`src/rc4sc_pkg.sv`:
```
// rc4sc_pkg: shared types and constants for the rc4 stream cipher block
// used by rc4sc_engine and rc4_stream_cipher; depends on nothing else

package rc4sc_pkg;

	localparam int BYTE_W  = 8;
	localparam int PERM_AW = 8;
	localparam int PERM_DEPTH = 256;

	// meaning of the item kind carried on tuser
	localparam logic CMD_KEY  = 1'b0;
	localparam logic CMD_DATA = 1'b1;

	// one access on the permutation memory: write enable, write address and data, read address
	typedef struct packed {
		logic               we;
		logic [PERM_AW-1:0] waddr;
		logic [BYTE_W-1:0]  wdata;
		logic [PERM_AW-1:0] raddr;
	} perm_req_t;

	// engine status seen by the top level
	typedef struct packed {
		logic key_busy;   // clearing sweep or key schedule running
		logic data_fin;   // last step of a data item
	} eng_status_t;

endpackage

```
`src/rc4sc_ram.sv`:
```
// rc4sc_ram: generic single-write, single-read ram with registered read data
// write-first on a same-address read and write; no dependencies

module rc4sc_ram #(
	parameter int WIDTH = 8,
	parameter int DEPTH = 256
) (
	clk,
	we,
	waddr,
	wdata,
	raddr,
	rdata
);
	localparam int AW = (DEPTH > 1) ? $clog2(DEPTH) : 1;

	input  logic             clk;
	input  logic             we;
	input  logic [AW-1:0]    waddr;
	input  logic [WIDTH-1:0] wdata;
	input  logic [AW-1:0]    raddr;
	output logic [WIDTH-1:0] rdata;

	logic [WIDTH-1:0] mem [DEPTH];
	logic [WIDTH-1:0] rdata_q;

	always_ff @(posedge clk) begin
		if (we) begin
			mem[waddr] <= wdata;
		end
		if (we && (waddr == raddr)) begin
			rdata_q <= wdata;
		end else begin
			rdata_q <= mem[raddr];
		end
	end

	assign rdata = rdata_q;

endmodule

```
`src/rc4sc_engine.sv`:
```
// rc4sc_engine: sequencer for key load, key schedule and keystream generation
// drives the permutation and key memories; uses rc4sc_pkg

module rc4sc_engine #(
	parameter int KEY_MAX = 256,
	localparam int KeyCw = $clog2(KEY_MAX + 1),
	localparam int KeyAw = (KEY_MAX > 1) ? $clog2(KEY_MAX) : 1
) (
	input  logic                            clk,
	input  logic                            arst_n,
	input  logic                            in_valid,
	output logic                            in_ready,
	input  logic                            in_cmd,
	input  logic [rc4sc_pkg::BYTE_W-1:0]    in_byte,
	input  logic                            in_last,
	output logic                            out_valid,
	input  logic                            out_ready,
	output logic [rc4sc_pkg::BYTE_W-1:0]    out_byte,
	output logic                            out_last,
	output rc4sc_pkg::perm_req_t            perm_req,
	input  logic [rc4sc_pkg::BYTE_W-1:0]    perm_rdata,
	output logic                            key_we,
	output logic [KeyAw-1:0]                key_waddr,
	output logic [rc4sc_pkg::BYTE_W-1:0]    key_wdata,
	output logic [KeyAw-1:0]                key_raddr,
	input  logic [rc4sc_pkg::BYTE_W-1:0]    key_rdata,
	output rc4sc_pkg::eng_status_t          status
);
	localparam logic [KeyCw-1:0] KeyMaxC = KeyCw'(KEY_MAX);
	localparam logic [rc4sc_pkg::PERM_AW-1:0] LastIdx = '1;

	typedef enum logic [3:0] {
		ST_CLR,
		ST_IDLE,
		ST_DJ,
		ST_DK,
		ST_DOUT,
		ST_KA,
		ST_KB,
		ST_KC,
		ST_KFIN
	} state_t;

	state_t                              state_q;
	logic                                sched_q;
	logic [rc4sc_pkg::PERM_AW-1:0]       cnt_q;
	logic [rc4sc_pkg::PERM_AW-1:0]       idx_i_q;
	logic [rc4sc_pkg::PERM_AW-1:0]       idx_j_q;
	logic [KeyCw-1:0]                    key_cnt_q;
	logic [KeyAw-1:0]                    kidx_q;
	logic                                pend_q;
	logic [rc4sc_pkg::BYTE_W-1:0]        si_q;
	logic [rc4sc_pkg::BYTE_W-1:0]        sj_q;
	logic [rc4sc_pkg::BYTE_W-1:0]        byte_q;
	logic                                last_q;
	logic                                out_valid_q;
	logic [rc4sc_pkg::BYTE_W-1:0]        out_byte_q;
	logic                                out_last_q;

	logic                                out_free;
	logic                                accept;
	logic                                key_room;
	logic [rc4sc_pkg::PERM_AW-1:0]       i_next;
	logic [rc4sc_pkg::PERM_AW-1:0]       j_data;
	logic [rc4sc_pkg::PERM_AW-1:0]       j_sched;
	logic [rc4sc_pkg::PERM_AW-1:0]       t_addr;
	logic [rc4sc_pkg::BYTE_W-1:0]        ks_byte;
	logic [KeyAw-1:0]                    kidx_next;

	assign out_free = !out_valid_q || out_ready;
	assign in_ready = (state_q == ST_IDLE) || ((state_q == ST_DOUT) && out_free);
	assign accept   = in_valid && in_ready;
	assign key_room = key_cnt_q < KeyMaxC;

	assign i_next  = idx_i_q + 8'd1;
	assign j_data  = idx_j_q + perm_rdata;
	assign j_sched = idx_j_q + perm_rdata + key_rdata;
	assign t_addr  = si_q + sj_q;

	// post-swap values of the two swapped entries win over the memory read
	always_comb begin
		if (t_addr == idx_j_q) begin
			ks_byte = si_q;
		end else if (t_addr == idx_i_q) begin
			ks_byte = sj_q;
		end else begin
			ks_byte = perm_rdata;
		end
	end

	assign kidx_next = ((KeyCw'(kidx_q) + KeyCw'(1)) == key_cnt_q) ? '0 : kidx_q + KeyAw'(1);

	// memory port requests
	always_comb begin
		perm_req.we    = 1'b0;
		perm_req.waddr = idx_j_q;
		perm_req.wdata = si_q;
		perm_req.raddr = i_next;
		case (state_q)
			ST_CLR: begin
				perm_req.we    = 1'b1;
				perm_req.waddr = cnt_q;
				perm_req.wdata = cnt_q;
			end
			ST_IDLE: begin
				perm_req.raddr = i_next;
			end
			ST_DJ: begin
				perm_req.raddr = j_data;
			end
			ST_DK: begin
				perm_req.we    = 1'b1;
				perm_req.waddr = idx_i_q;
				perm_req.wdata = perm_rdata;
				perm_req.raddr = si_q + perm_rdata;
			end
			ST_DOUT: begin
				perm_req.we    = 1'b1;
				perm_req.waddr = idx_j_q;
				perm_req.wdata = si_q;
				perm_req.raddr = accept ? i_next : t_addr;
			end
			ST_KA: begin
				perm_req.we    = pend_q;
				perm_req.waddr = idx_j_q;
				perm_req.wdata = si_q;
				perm_req.raddr = cnt_q;
			end
			ST_KB: begin
				perm_req.raddr = j_sched;
			end
			ST_KC: begin
				perm_req.we    = 1'b1;
				perm_req.waddr = cnt_q;
				perm_req.wdata = perm_rdata;
			end
			ST_KFIN: begin
				perm_req.we    = 1'b1;
				perm_req.waddr = idx_j_q;
				perm_req.wdata = si_q;
			end
			default: begin
				perm_req.we = 1'b0;
			end
		endcase
	end

	assign key_we    = accept && (in_cmd == rc4sc_pkg::CMD_KEY) && key_room;
	assign key_waddr = key_cnt_q[KeyAw-1:0];
	assign key_wdata = in_byte;
	assign key_raddr = kidx_q;

	always_ff @(posedge clk or negedge arst_n) begin
		if (!arst_n) begin
			state_q     <= ST_CLR;
			sched_q     <= 1'b0;
			cnt_q       <= '0;
			idx_i_q     <= '0;
			idx_j_q     <= '0;
			key_cnt_q   <= '0;
			kidx_q      <= '0;
			pend_q      <= 1'b0;
			out_valid_q <= 1'b0;
		end else begin
			if (out_ready) begin
				out_valid_q <= 1'b0;
			end
			case (state_q)
				ST_CLR: begin
					cnt_q <= cnt_q + 8'd1;
					if (cnt_q == LastIdx) begin
						if (sched_q) begin
							state_q <= ST_KA;
							idx_j_q <= '0;
							kidx_q  <= '0;
							pend_q  <= 1'b0;
						end else begin
							state_q <= ST_IDLE;
						end
					end
				end
				ST_DJ: begin
					si_q    <= perm_rdata;
					idx_j_q <= j_data;
					state_q <= ST_DK;
				end
				ST_DK: begin
					sj_q    <= perm_rdata;
					state_q <= ST_DOUT;
				end
				ST_KA: begin
					state_q <= ST_KB;
				end
				ST_KB: begin
					si_q    <= perm_rdata;
					idx_j_q <= j_sched;
					state_q <= ST_KC;
				end
				ST_KC: begin
					pend_q <= 1'b1;
					cnt_q  <= cnt_q + 8'd1;
					kidx_q <= kidx_next;
					if (cnt_q == LastIdx) begin
						state_q <= ST_KFIN;
					end else begin
						state_q <= ST_KA;
					end
				end
				ST_KFIN: begin
					idx_i_q   <= '0;
					idx_j_q   <= '0;
					key_cnt_q <= '0;
					sched_q   <= 1'b0;
					state_q   <= ST_IDLE;
				end
				default: begin
					// idle and final data step: result hand-off and intake
					if (state_q == ST_DOUT) begin
						if (out_free) begin
							out_valid_q <= 1'b1;
							out_byte_q  <= byte_q ^ ks_byte;
							out_last_q  <= last_q;
							state_q     <= ST_IDLE;
						end
					end
					if (accept) begin
						if (in_cmd == rc4sc_pkg::CMD_DATA) begin
							idx_i_q <= i_next;
							byte_q  <= in_byte;
							last_q  <= in_last;
							state_q <= ST_DJ;
						end else begin
							if (key_room) begin
								key_cnt_q <= key_cnt_q + KeyCw'(1);
							end
							if (in_last) begin
								sched_q <= 1'b1;
								cnt_q   <= '0;
								state_q <= ST_CLR;
							end else begin
								state_q <= ST_IDLE;
							end
						end
					end
				end
			endcase
		end
	end

	assign out_valid = out_valid_q;
	assign out_byte  = out_byte_q;
	assign out_last  = out_last_q;

	assign status.key_busy = (state_q == ST_CLR) || (state_q == ST_KA) || (state_q == ST_KB)
		|| (state_q == ST_KC) || (state_q == ST_KFIN);
	assign status.data_fin = (state_q == ST_DOUT);

endmodule

```
`src/rc4_stream_cipher.sv`:
```
// rc4_stream_cipher: top level of the rc4 cipher block
// instantiates rc4sc_engine and two rc4sc_ram memories; uses rc4sc_pkg
//
// usage:
// - input channel s_*: one byte per item on s_tdata, item kind on s_tuser
//   (key byte or data byte), s_tlast marks the last key byte or last data byte
// - key bytes give no result; the last key byte starts the key schedule
// - each data byte gives one item on m_* with the byte xor keystream,
//   m_tlast copies the input flag
// - a data byte passes the read, swap and lookup steps (ST_DJ, ST_DK, ST_DOUT) on the
//   permutation memory port before its result reaches the output register; the next
//   item is taken only in the last step, as the result is handed to the output register
// - a key byte returns the engine straight to idle; the last key byte adds a sweep that
//   loads the identity permutation, then one swap per index (ST_KA, ST_KB, ST_KC) and ST_KFIN
// - after reset the same sweep runs before s_tready goes high;
//   indices and key count start at zero
// - when m_tready is low the finished result waits in the output register,
//   the next data byte is held in its last step and s_tready drops

module rc4_stream_cipher #(
	parameter int KEY_MAX = 256
) (
	input  logic       clk,
	input  logic       arst_n,
	input  logic       s_tvalid,
	output logic       s_tready,
	input  logic [7:0] s_tdata,    // byte_in
	input  logic [0:0] s_tuser,    // cmd
	input  logic       s_tlast,
	output logic       m_tvalid,
	input  logic       m_tready,
	output logic [7:0] m_tdata,    // byte_out
	output logic       m_tlast
);
	localparam int KeyAw = (KEY_MAX > 1) ? $clog2(KEY_MAX) : 1;

	rc4sc_pkg::perm_req_t               perm_req;
	rc4sc_pkg::eng_status_t             status;
	logic [rc4sc_pkg::BYTE_W-1:0]       perm_rdata;
	logic                               key_we;
	logic [KeyAw-1:0]                   key_waddr;
	logic [rc4sc_pkg::BYTE_W-1:0]       key_wdata;
	logic [KeyAw-1:0]                   key_raddr;
	logic [rc4sc_pkg::BYTE_W-1:0]       key_rdata;

	rc4sc_engine #(
		.KEY_MAX(KEY_MAX)
	) u_engine (
		.clk       (clk),
		.arst_n    (arst_n),
		.in_valid  (s_tvalid),
		.in_ready  (s_tready),
		.in_cmd    (s_tuser[0]),
		.in_byte   (s_tdata),
		.in_last   (s_tlast),
		.out_valid (m_tvalid),
		.out_ready (m_tready),
		.out_byte  (m_tdata),
		.out_last  (m_tlast),
		.perm_req  (perm_req),
		.perm_rdata(perm_rdata),
		.key_we    (key_we),
		.key_waddr (key_waddr),
		.key_wdata (key_wdata),
		.key_raddr (key_raddr),
		.key_rdata (key_rdata),
		.status    (status)
	);

	rc4sc_ram #(
		.WIDTH(rc4sc_pkg::BYTE_W),
		.DEPTH(rc4sc_pkg::PERM_DEPTH)
	) u_perm_ram (
		.clk  (clk),
		.we   (perm_req.we),
		.waddr(perm_req.waddr),
		.wdata(perm_req.wdata),
		.raddr(perm_req.raddr),
		.rdata(perm_rdata)
	);

	rc4sc_ram #(
		.WIDTH(rc4sc_pkg::BYTE_W),
		.DEPTH(KEY_MAX)
	) u_key_ram (
		.clk  (clk),
		.we   (key_we),
		.waddr(key_waddr),
		.wdata(key_wdata),
		.raddr(key_raddr),
		.rdata(key_rdata)
	);

	// no intake while the permutation is being rebuilt
	a_busy_blocks_intake: assert property (@(posedge clk) disable iff (!arst_n)
		status.key_busy |-> !s_tready)
		else $error("item taken during key schedule");

	// a new result only comes out of the final data step
	a_result_source: assert property (@(posedge clk) disable iff (!arst_n)
		$rose(m_tvalid) |-> $past(status.data_fin))
		else $error("result appeared outside the final data step");

	// a data item holds off intake for its two memory read steps
	a_data_spacing: assert property (@(posedge clk) disable iff (!arst_n)
		(s_tvalid && s_tready && (s_tuser[0] == rc4sc_pkg::CMD_DATA))
		|=> !s_tready ##1 !s_tready)
		else $error("data item overlapped the previous one");

	// a data item never starts a schedule
	a_data_no_sched: assert property (@(posedge clk) disable iff (!arst_n)
		(s_tvalid && s_tready && (s_tuser[0] == rc4sc_pkg::CMD_DATA))
		|=> !status.key_busy)
		else $error("data item started the key schedule");

endmodule

```
`config.mk`:
```
export PLATFORM = sky130hd
export DESIGN_NAME = rc4_stream_cipher
export DESIGN_NICKNAME = d
export VERILOG_FILES = /design/src/rc4sc_pkg.sv /design/src/rc4sc_ram.sv /design/src/rc4sc_engine.sv /design/src/rc4_stream_cipher.sv
export SDC_FILE = /design/constraint.sdc
export NUM_CORES = 2
export LEC_CHECK = 0
export BUFFER_PORTS_ARGS = -buffer_cell sky130_fd_sc_hd__buf_2
export CAP_MARGIN = 10
export CORE_AREA = 2 2 527 529
export CTS_BUF_LIST = sky130_fd_sc_hd__clkbuf_8 sky130_fd_sc_hd__clkbuf_16
export DETAILED_ROUTE_END_ITERATION = 10
export DIE_AREA = 0 0 529 531
export PLACE_DENSITY = 0.73
export SLEW_MARGIN = 0
export SYNTH_ARGS = -nofsm -noshare
export SYNTH_HDL_FRONTEND = slang
export SYNTH_SLANG_ARGS = --single-unit
```
`constraint.sdc`:
```
create_clock -name clk -period 17.6 [get_ports clk]
set_input_delay 2.64 -clock clk [delete_from_list [all_inputs] [get_ports clk]]
set_output_delay 2.64 -clock clk [all_outputs]
set_load 0.05 [all_outputs]
```
# [Yosys cells after proc, flatten, opt, wreduce, memory -nomap -nowiden]
# Memory sizes are Yosys's and may differ from the RTL's. A register that Yosys moved wholly into a read port is not among the register bits.
# Cells that the tools add are included.
[totals] regBits=82 mem_bits_rw=4096 inputBits=14 out_inout_bits=11 word_cells=129 n_memories=2
[memory_table] memory="u_key_ram.mem" words=256 width=8 read_ports=1 rd_ports_with_merged_regs=1 write_ports=1 line="rc4sc_ram.sv:24" source="logic [WIDTH-1:0] mem [DEPTH];"
[memory_table] memory="u_perm_ram.mem" words=256 width=8 read_ports=1 rd_ports_with_merged_regs=1 write_ports=1 line="rc4sc_ram.sv:24"
[classes] add_sub_neg=9 magnitude_cmp=1 n_eq_ne=16 n_mux=46 bitwise=5 n_reduce_logical=35
[ops] operator="8-bit 2-to-1 mux" n=11
[ops] operator="16-bit one-hot mux with 3 select lines" n=1
[ops] operator="8-bit one-hot mux with 2 select lines" n=3
[ops] operator="8-bit one-hot mux with 5 select lines" n=1
[ops] operator="8-bit adder" n=4
[ops] operator="8-bit one-hot mux with 4 select lines" n=1
[ops] operator="4-bit one-hot mux with 7 select lines" n=1
[ops] operator="9-bit 2-to-1 mux" n=3
[ops] operator="8-bit by 1-bit adder with 8-bit output (second input constant)" n=3
[ops] operator="4-bit 2-to-1 mux" n=6
[ops] operator="4-bit AND reduction" n=5
[ops] operator="9-bit one-hot mux with 2 select lines" n=1
[ops] operator="9-bit nonzero test" n=2
[ops] operator="4-bit by 3-bit == test with 1-bit output (second input constant)" n=4
[ops] operator="8-bit == test" n=2
[ops] operator="1-bit 2-to-1 mux" n=14
[ops] operator="2-bit nonzero test" n=7
[ops] operator="3-bit AND reduction" n=4
[ops] operator="5-bit OR reduction" n=2
[ops] operator="8-bit by 1-bit adder with 9-bit output (second input constant)" n=1
[ops] operator="9-bit by 1-bit adder with 9-bit output (second input constant)" n=1
[ops] operator="9-bit == test" n=1
[ops] operator="9-bit < comparator (second input constant)" n=1
[ops] operator="4-bit by 2-bit == test with 1-bit output (second input constant)" n=2
[ops] operator="18 further kinds" n=31

# [Longest topological paths before layout]
[logic_depth] depth_word=9 depth_mapped=23 ltp_nobuf=20

# [Hierarchy]
# From an unflattened synthesis, not the netlist that was laid out.
[hier_totals] cells_unflattened=8141 area_unflattened_um2=165276.0
[by_module_without_submodules] mod="rc4sc_ram" n_inst=2 cells_per_inst=3733 area_each_um2=79556.3 seq_area_each_um2=61659.1
[by_module_without_submodules] mod="rc4sc_engine" n_inst=1 cells_per_inst=675 area_each_um2=6163.4 seq_area_each_um2=2222.1

# [Worst setup path before layout]
# OpenSTA, ideal clock, no wires.
[synth_path] path_kind="register to register" startpoint="register with a tool-made name" endpoint="memory u_perm_ram.mem[0][7] (data pin)" setup_time_ns=2.189 arrival_time_ns=12.267 t_required_ns=15.411 path_slack_ns=3.144 stages_incl_launch_ff=11 n_path_buf=3 period_less_slack_ns=14.456 path_cell_list="dfxtp_1 > buf_2 > buf_1 > clkbuf_1 > mux4_2 > mux2i_1 > o22ai_1 > nor3_1 > nor2_1 > o211ai_2 > o21ai_0"
[synth_rtl] item="to (decl)" line="rc4sc_ram.sv:24"

==> qor.yml <==
final_layout_size_suffix_gt1_frac: 0.269
core_area_um2: 275000
fin_skew_ps: 72.5
clk_latency_ps: 980
synth_top_family_by_area: "multiplexers"
cts_htree_levels: 5
p_per_area_nw_per_um2: 112
crit_family: "buffers and inverters"
period_minus_slack_ps: 9040
synth-compound-area-share: 0.0102
synth_fp_nets: 7301
critPathMaxStageDelay_ps: 840
die_area_um2: 281000
async_flop_share: 0.0114
drcViolationCount: 0
place_ws_ps: 8480
start_util: 0.596
finalCritPeriodShare: 0.514
syn_area_per_cell_um2: 22.6
synthXorXnorAreaFrac: 0.00422
use_met1: 0.392
die_h_um: 531
synth_simple_gate_area_frac: 0.0221
crit_chain: "buf_4, buf_4, buf_4, mux4_2, mux4_2, mux4_2, a22o_1, a221oi_1, inv_1, ha_1, fa_1, a21o_1, a21oi_1, xnor2_1, ha_1, a21oi_1, o21bai_1, a21oi_1, xor2_1, or4_1, a32oi_1"
grt_pass1_vias: 77313
die_w_um: 529
postCtsSetupBuffers: 0
crit_slowest_cell: "buf_4"
overflow: 0
max_freq_mhz: 111
fin_ws_ps: 8560
fillCellCount: 16805
drv_cap: 0
cts_sinks: 4194
drtIter0Drc: 10965
synth_edf_count: 4130
ys_types: 69
clk_pin_slew_ps: 70
synth_cells: 7248
yosys-mux-area-fraction: 0.184
worst-endpoint-arrival_ps: 9950
cts_tree: "done"
layout.nets: 7444
final_antenna_net_count: 0
wl_per_cell_um: 34.0
syn_area_um2: 164000
num_rows: 193
grtUsageTotal: 0.276
hold_violations: 0
place_congestion: 0.883
final_common_cell: "edfxtp_1"
cts_resized: 0
synth_seq_cells: 4194
drv_slew: 0
ios: 25
clk_path_buf_depth: 4
synth_flop_cell: "edfxtp_1"
io_buffers: 24
status: "complete, no violations"
power_mw: 20.3
synthAdderAreaFrac: 0.00316
layout_common_cells: "edfxtp_1 (4,130), mux4_2 (1,305), nor2_1 (587)"
crit_buf_inv: 4
grt_pass1_wl_mm: 558
cts_buffers: 409
synth-warning-count: 0
globalRouteMet3Util: 0.0408
vias_per_cell: 6.84
hpwl_mm: 222
grt_most_used_layer: "met2"
crit_type: "reg2reg"
crit_required_ps: 18510
worst_pin_slew_ps: 1270
root_buffer: "clkbuf_16"
rsz0062_at_grt: "false"
via_count: 77548
ir_worst_vdd_uv: 107
final-setup-viol-count: 0
max_slew_margin: 0.155
drt_first_pass_iters: 6
setup_tns_ps: 0
total_leakage_power_nw: 55.3
holdBufCountCts: 0
antenna_found_initial: 15
grt_use_met2: 0.447
hold_class: "reg2reg"
endpoint_kind: "register"
grt_max_degree: 257
ys_seq_area_frac: 0.765
area_growth_pct: 10.9
path_max_fanout: 63
wirelength_mm: 385
cp-start-kind: "register"
==> area by class of cell <==
cell class                      count  area [µm²]  share of cell area
Timing Repair Buffer              140        1250             0.00687
Multi-Input combinational cell   2612       36800               0.202
Inverter                           34         128            0.000701
Antenna cell                        4        10.0           0.0000550
Clock inverter                    336        3350              0.0184
Tap cell                         3607        4510              0.0248
Sequential cell                  4194      126000               0.690
Clock buffer                      418       10400              0.0574
==> power by group <==
group | total (mW) | switching, mW | internal (mW)
Combinational | 0.494 | 0.299 | 0.195
Clock | 8.96 | 3.74 | 5.22
Sequential | 10.9 | 0.0118 | 10.9
==> through the flow <==
step	hold WS (ps)	area (µm²)	std cells	utilization
2_1_floorplan	345	164000	7248	-
4_1_cts	428	182000	11338	0.661
3_5_place_dp	405	168000	10584	0.611
6_report	428	182000	11345	0.661
5_1_grt	432	182000	11342	0.661
3_3_place_gp	408	168000	10584	0.611
==> layer usage <==
metal | up-vias | share of wire | wire [µm]
li1 | 30885 | - | -
met2 | 4349 | 0.50 | 192000
met4 | 4 | 0.039 | 15000
met1 | 41609 | 0.38 | 147000
met3 | 701 | 0.081 | 31000
met5 | - | 0.000088 | 34
==> flip-flops by register name, summed over array words and instances, names as in the netlist, named ones only <==
signal,cells
u_engine.out_valid,1
u_engine.last_q,1
u_engine.out_last,1
u_engine.key_raddr,8
u_engine.byte_q,8
u_engine.si_q,8
u_engine.out_byte,8
u_engine.sched_q,1
u_engine.key_cnt_q,9
u_engine.sj_q,8
u_engine.state_q,4
u_perm_ram.mem,2048
u_engine.cnt_q,8
u_engine.pend_q,1
u_key_ram.mem,2048
u_engine.idx_i_q,8
u_engine.idx_j_q,8
==> path summary, 6_finish.rpt <==
check | start | to | slack (ps) | cells past startpoint
setup reg to reg | register | register | 8560 | 21
hold reg to reg | u_engine.last_q$_DFFE_PP_ | u_engine.out_last$_DFFE_PP_ | 430 | 0
hold / removal | u_engine.last_q$_DFFE_PP_ | u_engine.out_last$_DFFE_PP_ | 430 | 0
max in group asynchronous | arst_n | u_engine.key_cnt_q[8]$_DFFE_PN0P_ | 15250 | 2
min in group asynchronous | arst_n | u_engine.idx_j_q[3]$_DFFE_PN0P_ | 1840 | 2
setup / recovery | register | register | 8560 | 21
==> synth_stat cells (17+ instances only) <==
master    number  area share
mux4_2      1305        0.18
a21oi_1       37      0.0011
clkbuf_1     243      0.0056
nand2b_1      17     0.00065
edfxtp_1    4130        0.76
buf_2        100      0.0030
xnor2_1       43      0.0023
ha_1          35      0.0027
o21ai_0       59      0.0018
dfrtp_1       48      0.0073
xor2_1        31      0.0017
inv_1         33     0.00075
nor2_1       587       0.013
buf_1         35     0.00080
nand3_1       36      0.0011
a22oi_1       20     0.00091
buf_4         19     0.00087
a221oi_1      19      0.0010
mux2i_1       68      0.0041
nand2_1      141      0.0032
==> cells by family after synthesis <==
logic type	after synthesis
compound gates	241
xor+xnor	76
fa+ha+maj	39
buf+inv	442
flops	4194
mux	1379
simple gates	877
(Power assumes the default switching activity.)
